File: config.mk
export PLATFORM = sky130hd
export DESIGN_NAME = lidar_frame_table_nearest
export DESIGN_NICKNAME = d
export VERILOG_FILES = /design/src/hdl/lftn_pkg.sv /design/src/hdl/lidar_frame_table_nearest.sv
export SDC_FILE = /design/constraint.sdc
export NUM_CORES = 2
export LEC_CHECK = 0
export BUFFER_PORTS_ARGS = -buffer_cell sky130_fd_sc_hd__buf_2
export CAP_MARGIN = 15
export CORE_AREA = 2 2 404 406
export CTS_BUF_LIST = sky130_fd_sc_hd__clkbuf_8
export DETAILED_ROUTE_END_ITERATION = 6
export DIE_AREA = 0 0 406 408
export GPL_TIMING_DRIVEN = 1
export PLACE_DENSITY = 0.7
export SETUP_SLACK_MARGIN = 0.05
export SLEW_MARGIN = 20
export SYNTH_ARGS = -nofsm -noshare
export SYNTH_HDL_FRONTEND = slang
export SYNTH_SLANG_ARGS = --single-unit
File: constraint.sdc
create_clock -name clk -period 6.65 [get_ports clk]
set_clock_uncertainty 0.05 [all_clocks]
set_input_delay 0.665 -clock clk [delete_from_list [all_inputs] [get_ports clk]]
set_output_delay 0.665 -clock clk [all_outputs]
set_load 0.1 [all_outputs]
File: src/hdl/lftn_pkg.sv
`timescale 1ns / 1ps

package lftn_pkg;

    // Table and frame geometry.
    localparam int ENTRIES     = 60;
    localparam int FRAME_BYTES = 42;

    // Byte values of the frame format.
    localparam logic [7:0]  SYNC_BYTE    = 8'hFA;
    localparam logic [7:0]  INDEX_BASE   = 8'hA0;
    localparam logic [15:0] NO_RANGE     = 16'hFFFF;
    localparam logic [15:0] THRESH_RESET = 16'd10;

    // Operation codes.
    localparam logic [1:0] OP_FRAME = 2'd0;
    localparam logic [1:0] OP_QUERY = 2'd1;
    localparam logic [1:0] OP_READ  = 2'd2;

    // Configuration register indexes.
    localparam logic REG_THRESHOLD = 1'b0;
    localparam logic REG_RX_ENABLE = 1'b1;

    typedef struct packed {
        logic [1:0] op;
        logic [7:0] data_byte;
        logic [5:0] range_start;
        logic [5:0] range_end;
    } item_t;

    typedef struct packed {
        logic signed [6:0] bearing;
        logic [15:0]       distance;
        logic [15:0]       intensity;
    } result_t;

endpackage

File: src/hdl/lidar_frame_table_nearest.sv
`timescale 1ns / 1ps

// Lidar frame decoder with a per-bearing range table and a nearest-bearing search.
// An item is taken when start is high and busy is low; results appear for one cycle
// with result_valid high and cannot be held off. A frame byte is absorbed in the cycle
// it is taken and gives no result. A read uses the table memory's registered read
// port, so busy is high for one cycle and the result shows on the cycle busy falls.
// A query walks the range through the same read port, one bearing per cycle, each
// compared once its registered read returns: busy stays high until the bearing before
// end, end clamped to 60, is compared, and the result shows on the cycle busy falls;
// an empty range answers -1 on the next cycle without raising busy. Both tables are
// ready straight after reset, as entries never written read as the reset values.
module lidar_frame_table_nearest (
    input  logic             clk,
    input  logic             rst_n,
    input  logic             start,
    output logic             busy,
    input  lftn_pkg::item_t  item,
    output logic             result_valid,
    output lftn_pkg::result_t result,
    input  logic             cfg_valid,
    output logic             cfg_ready,
    input  logic             cfg_index,
    input  logic [15:0]      cfg_data
);
    import lftn_pkg::*;

    typedef enum logic [1:0] {
        ST_IDLE,
        ST_SCAN,
        ST_READ
    } state_t;

    state_t state_reg;

    logic [15:0] thresh_reg;
    logic        rx_en_reg;
    logic [5:0]  pos_reg;
    logic        synced_reg;
    logic [7:0]  cap_idx_reg;
    logic [15:0] cap_int_reg;
    logic [15:0] cap_dist_reg;

    logic [ENTRIES-1:0] valid_reg;
    logic [15:0] dist_mem [ENTRIES];
    logic [15:0] int_mem [ENTRIES];
    logic [15:0] dist_rd_reg;
    logic [15:0] int_rd_reg;
    logic        vld_rd_reg;

    logic [5:0]        idx_reg;
    logic [5:0]        cmp_idx_reg;
    logic [5:0]        end_reg;
    logic signed [6:0] best_reg;
    logic [15:0]       shortest_reg;

    logic              result_valid_reg;
    result_t           result_reg;

    logic        accept;
    logic [5:0]  end_clamp;
    logic        q_empty;
    logic        rd_en;
    logic [5:0]  rd_addr;
    logic        frame_last;
    logic        wr_en;
    logic [5:0]  wr_addr;
    logic [15:0] wr_dist;
    logic [15:0] scan_dist;
    logic        scan_take;
    logic signed [6:0] best_next;
    logic [15:0] shortest_next;
    logic        scan_last;

    assign busy         = (state_reg != ST_IDLE);
    assign cfg_ready    = !busy;
    assign result_valid = result_valid_reg;
    assign result       = result_reg;

    assign accept    = start && !busy;
    assign end_clamp = (item.range_end > 6'(ENTRIES)) ? 6'(ENTRIES) : item.range_end;
    assign q_empty   = (item.range_start >= end_clamp);

    always_comb
    begin
        rd_en   = 1'b0;
        rd_addr = idx_reg;
        case (state_reg)
            ST_IDLE:
            begin
                if (accept && ((item.op == OP_QUERY && !q_empty) ||
                               (item.op == OP_READ && item.range_start < 6'(ENTRIES))))
                begin
                    rd_en   = 1'b1;
                    rd_addr = item.range_start;
                end
            end
            ST_SCAN:
            begin
                rd_en = (idx_reg < end_reg);
            end
            default:
            begin
                rd_en = 1'b0;
            end
        endcase
    end

    // The last byte of a synced frame whose index lies inside the table commits the captured fields to the tables.
    assign frame_last = (({1'b0, pos_reg} + 7'd1) >= 7'(FRAME_BYTES));
    assign wr_en      = accept && (item.op == OP_FRAME) && rx_en_reg && frame_last &&
                        synced_reg && (cap_idx_reg < 8'(ENTRIES));
    assign wr_addr    = cap_idx_reg[5:0];
    assign wr_dist    = (cap_int_reg > thresh_reg) ? cap_dist_reg : NO_RANGE;

    // Compare stage of the search: read data belongs to cmp_idx_reg.
    assign scan_dist     = vld_rd_reg ? dist_rd_reg : NO_RANGE;
    assign scan_take     = (scan_dist < shortest_reg);
    assign best_next     = scan_take ? $signed({1'b0, cmp_idx_reg}) : best_reg;
    assign shortest_next = scan_take ? scan_dist : shortest_reg;
    assign scan_last     = (({1'b0, cmp_idx_reg} + 7'd1) == {1'b0, end_reg});

    always_ff @(posedge clk)
    begin
        if (wr_en)
        begin
            dist_mem[wr_addr] <= wr_dist;
            int_mem[wr_addr]  <= cap_int_reg;
        end
        if (rd_en)
        begin
            dist_rd_reg <= dist_mem[rd_addr];
            int_rd_reg  <= int_mem[rd_addr];
        end
    end

    always_ff @(posedge clk or negedge rst_n)
    begin
        if (!rst_n)
        begin
            state_reg        <= ST_IDLE;
            thresh_reg       <= THRESH_RESET;
            rx_en_reg        <= 1'b0;
            pos_reg          <= '0;
            synced_reg       <= 1'b0;
            cap_idx_reg      <= '0;
            cap_int_reg      <= '0;
            cap_dist_reg     <= '0;
            valid_reg        <= '0;
            vld_rd_reg       <= 1'b0;
            idx_reg          <= '0;
            cmp_idx_reg      <= '0;
            end_reg          <= '0;
            best_reg         <= '0;
            shortest_reg     <= NO_RANGE;
            result_valid_reg <= 1'b0;
            result_reg       <= '0;
        end
        else
        begin
            result_valid_reg <= 1'b0;
            vld_rd_reg       <= rd_en && valid_reg[rd_addr];

            if (cfg_valid && cfg_ready)
            begin
                case (cfg_index)
                    REG_THRESHOLD:
                    begin
                        thresh_reg <= cfg_data;
                    end
                    REG_RX_ENABLE:
                    begin
                        rx_en_reg  <= cfg_data[0];
                        pos_reg    <= '0;
                        synced_reg <= 1'b0;
                    end
                    default:
                    begin
                        thresh_reg <= thresh_reg;
                    end
                endcase
            end

            if (wr_en)
            begin
                valid_reg[wr_addr] <= 1'b1;
            end

            case (state_reg)
                ST_IDLE:
                begin
                    if (accept)
                    begin
                        case (item.op)
                            OP_FRAME:
                            begin
                                if (rx_en_reg)
                                begin
                                    case (pos_reg)
                                        6'd0: synced_reg <= (item.data_byte == SYNC_BYTE);
                                        6'd1: cap_idx_reg <= item.data_byte - INDEX_BASE;
                                        6'd4: cap_int_reg[7:0]   <= item.data_byte;
                                        6'd5: cap_int_reg[15:8]  <= item.data_byte;
                                        6'd6: cap_dist_reg[7:0]  <= item.data_byte;
                                        6'd7: cap_dist_reg[15:8] <= item.data_byte;
                                        default: ;
                                    endcase
                                    pos_reg <= frame_last ? 6'd0 : pos_reg + 6'd1;
                                end
                            end
                            OP_QUERY:
                            begin
                                if (q_empty)
                                begin
                                    result_valid_reg <= 1'b1;
                                    result_reg       <= '{bearing: -7'sd1,
                                                          distance: 16'd0,
                                                          intensity: 16'd0};
                                end
                                else
                                begin
                                    cmp_idx_reg  <= item.range_start;
                                    idx_reg      <= item.range_start + 6'd1;
                                    end_reg      <= end_clamp;
                                    best_reg     <= -7'sd1;
                                    shortest_reg <= NO_RANGE;
                                    state_reg    <= ST_SCAN;
                                end
                            end
                            OP_READ:
                            begin
                                cmp_idx_reg <= item.range_start;
                                state_reg   <= ST_READ;
                            end
                            default: ;
                        endcase
                    end
                end
                ST_SCAN:
                begin
                    if (scan_last)
                    begin
                        result_valid_reg <= 1'b1;
                        result_reg       <= '{bearing: best_next,
                                              distance: 16'd0,
                                              intensity: 16'd0};
                        state_reg        <= ST_IDLE;
                    end
                    else
                    begin
                        best_reg     <= best_next;
                        shortest_reg <= shortest_next;
                        cmp_idx_reg  <= idx_reg;
                        idx_reg      <= idx_reg + 6'd1;
                    end
                end
                ST_READ:
                begin
                    // An entry never written, or outside the table, reads as reset.
                    result_valid_reg <= 1'b1;
                    result_reg       <= '{bearing: $signed({1'b0, cmp_idx_reg}),
                                          distance: vld_rd_reg ? dist_rd_reg : NO_RANGE,
                                          intensity: vld_rd_reg ? int_rd_reg : 16'd0};
                    state_reg        <= ST_IDLE;
                end
                default:
                begin
                    state_reg <= ST_IDLE;
                end
            endcase
        end
    end

endmodule

==> impl_metrics.py <==
metrics = {
    "run_status": {
        "outcome": "finished, violations left",
        "violations": "design-rule violations",
    },
    "placed_design": {
        "post-place-ws_ps": 1430,
        "portBuffers": 84,
        "placed_area_sq_um": 90700,
        "dp_hpwl_mm": 142,
        "place.gp.congestion": 0.863,
    },
    "yosys": {
        "ys_seq_elements": 2160,
        "synthXorXnorAreaFrac_pct": 0.101,
        "synth-compound-area-share_pct": 4.13,
        "synth.top_cells.by_count": "edfxtp_1, nand2_1, nand3_1, mux2i_1, nand4_1",
        "synth_flop_cell": "edfxtp_1",
        "synthAdderAreaFrac_pct": 0.822,
        "syn_area_sq_um": 86800,
        "syn_inst": 6500,
        "synth.area.mux_share_pct": 3.57,
        "ys_seq_area_share_pct": 73.6,
        "synth_simple_gate_area_share_pct": 15.2,
        "synth_nets": 6600,
        "avgSynthCellArea_sq_um": 13.4,
        "ys_types": 77,
        "synth_top_area_share_pct": 67.5,
        "post-synth-top-count-cell": "edfxtp_1",
        "ys.warnings.count": 0,
        "synth_area_leaders": "edfxtp_1, nand2_1, dfrtp_1",
        "synth_area_leader_cell": "edfxtp_1",
        "synth_edf_count": 1952,
        "synthArstFlopShare_pct": 9.63,
        "synth_top_family_by_area": "simple AND/OR/NAND/NOR gates",
    },
    "sta": {
        "relSlewSlack_pct": 20.4,
        "fmax_ghz": 0.198,
        "setup_ws_ps": 1590,
        "fin_crit_ps": 5060,
        "tightest_slew_ps": 1190,
        "slew_violations": 0,
        "min_period_over_period_pct": 76.0,
        "setup_viol": 0,
        "hold_viol_final": 0,
        "tns_ps": 0,
        "rsz0062_at_grt": "false",
    },
    "routing": {
        "route.vias.total": 56600,
        "drtIter0Drc": 8253,
        "drt_pass1_iterations": 7,
        "vias_per_cell": 6.16,
        "drtAntennaViolNets": 0,
        "finalWirelength_mm": 250,
        "drcViolationCount": 1,
        "drt-wirelength-per-cell_um": 27.2,
    },
    "power": {
        "ir_drop_mv": 0.339,
        "p_leak_uw": 0.0346,
        "power.density_nw_per_um2": 394,
    },
    "global_routing": {
        "grt_use_met2_pct": 45.1,
        "grt.total_usage_pct": 30.0,
        "busiest_layer": "met2",
        "grt_max_degree": 131,
        "grt_overflow": 0,
        "grtUsageMet3_pct": 6.97,
        "antenna_found_initial": 11,
        "first_global_vias": 53900,
        "grt_pass1_wl_mm": 363,
        "use_met1_pct": 41.9,
    },
    "floorplanning": {
        "pin_count": 85,
        "start_util_pct": 53.7,
        "die_area_sq_um": 166000,
        "die-width_um": 406,
        "row_count": 148,
        "coreArea_sq_um": 162000,
        "die_h_um": 408,
    },
    "layout": {
        "syn2layout_area_growth_pct": 12.2,
        "fin_area_sq_um": 97400,
        "nNetsFinal": 6862,
        "drive_gt1_share_pct": 14.0,
        "register_area_sq_um": 63900,
        "nFillCells": 12100,
        "multi_input_area_sq_um": 21300,
    },
    "hold_path": {
        "hold_path_class": "in2reg",
    },
    "critical_path": {
        "reg2reg_from": "state_reg[0]",
        "cp_cell_sequence": "inv_1, ha_1, nand3_2, a211oi_2, o21a_1, buf_4, o211ai_4, buf_12, buf_4, nand2_1, nand3_1, nand3_1, nand4_1, o211a_1",
        "slowest_delay_ps": 610,
        "cp-endpoint": "int_rd_reg[3]",
        "required_ps": 7380,
        "cp.arrival_ps": 5790,
        "r2r_slack_ps": 1590,
        "crit_type": "reg2reg",
        "rr_worst_depth": 14,
        "crit_path_end_kind": "flip-flop",
        "crit_fanout": 130,
        "start_kind": "flip-flop",
        "crit_start": "state_reg[0]",
        "path_depth": 14,
        "path_delay_family": "compound AO/OA/AOI/OAI gates",
        "crit_buf_inv": 4,
        "r2r_end": "int_rd_reg[3]",
        "slowest_stage": "ha_1",
    },
    "clock_network": {
        "clock-sinks": 2160,
        "root_buffer": "clkbuf_8",
        "cts_tree": "yes",
        "path_clk_slew_ps": 60,
        "htreeDepth": 5,
        "cts_resized": 0,
        "clockBufferDepth": 4,
        "insertion_delay_ps": 1050,
        "cts_buffers": 355,
        "cts_setup_buffers": 0,
        "hold_buffers": 30,
    },
    "run": {
        "max_cap_viol_count": 0,
    },
}
routing by layer:
metal | vias to the layer above | share of wire (%)
li1 | 24500 | -
met1 | 27900 | 38
met2 | 3707 | 46
met3 | 584 | 12
met4 | 0 | 4.6
met5 | - | 0
per-stage QoR:
step	total power, uW	hold WS, ps	utilization, %	instances
2_1_floorplan	23400	319	-	6500
3_3_place_gp	27600	397	56.0	8545
3_5_place_dp	27700	401	56.1	8548
4_1_cts	38200	3.87	60.2	9186
5_1_grt	39700	78.0	60.2	9193
6_report	38300	92.6	60.2	9195
power breakdown:
| part | internal [uW] | leakage, uW | switching [uW] | total, uW |
|---|---|---|---|---|
| Clock | 5460 | 0.00358 | 5170 | 10600 |
| Combinational | 3480 | 0.0107 | 8720 | 12200 |
| Sequential | 15100 | 0.0203 | 441 | 15500 |
layout by cell type (no fill, tap or decap), types with 68 or more instances in the layout:
| cell type | count |
|---|---|
| nand4_1 | 203 |
| clkinv_1 | 92 |
| nand2_1 | 1715 |
| mux2_2 | 68 |
| buf_2 | 83 |
| o21ai_0 | 78 |
| inv_1 | 163 |
| nand3_1 | 812 |
| buf_4 | 151 |
| clkbuf_8 | 380 |
| edfxtp_1 | 1952 |
| mux2i_1 | 228 |
| dfrtp_1 | 174 |
| a31oi_1 | 68 |
cell families (layout without fill, tap and decap cells):
logic type / count (synthesis) / in the layout
buf+inv: 482 / 995
compound gates: 494 / 494
xor+xnor: 10 / 10
flops: 2160 / 2160
other cells: 0 / 7
fa+ha+maj: 57 / 57
simple gates: 2996 / 2996
mux: 301 / 301
final cells by class:
class / count / area share, %
tap: 2175 / 2.80
timing repair buffer: 314 / 2.94
clock buffer: 380 / 5.37
clock inverter: 228 / 1.11
sequential: 2160 / 65.6
inverter: 73 / 0.281
multi-input combinational: 3858 / 21.9
antenna: 7 / 0.0180
worst min path at each step:
stage	cells after the start	slack (ps)	endpoint	startpoint
4_1_cts	3	4	idx_reg[5]	item[11]
2_1_floorplan	0	320	best_reg[0]	rst_n
3_3_place_gp	1	400	valid_reg[50]	valid_reg[50]
3_5_place_dp	1	400	valid_reg[59]	valid_reg[59]
6_report	2	90	cap_dist_reg[8]	item[12]
5_1_grt	2	80	cap_dist_reg[12]	item[16]
Power figures use the tool's default switching activity.
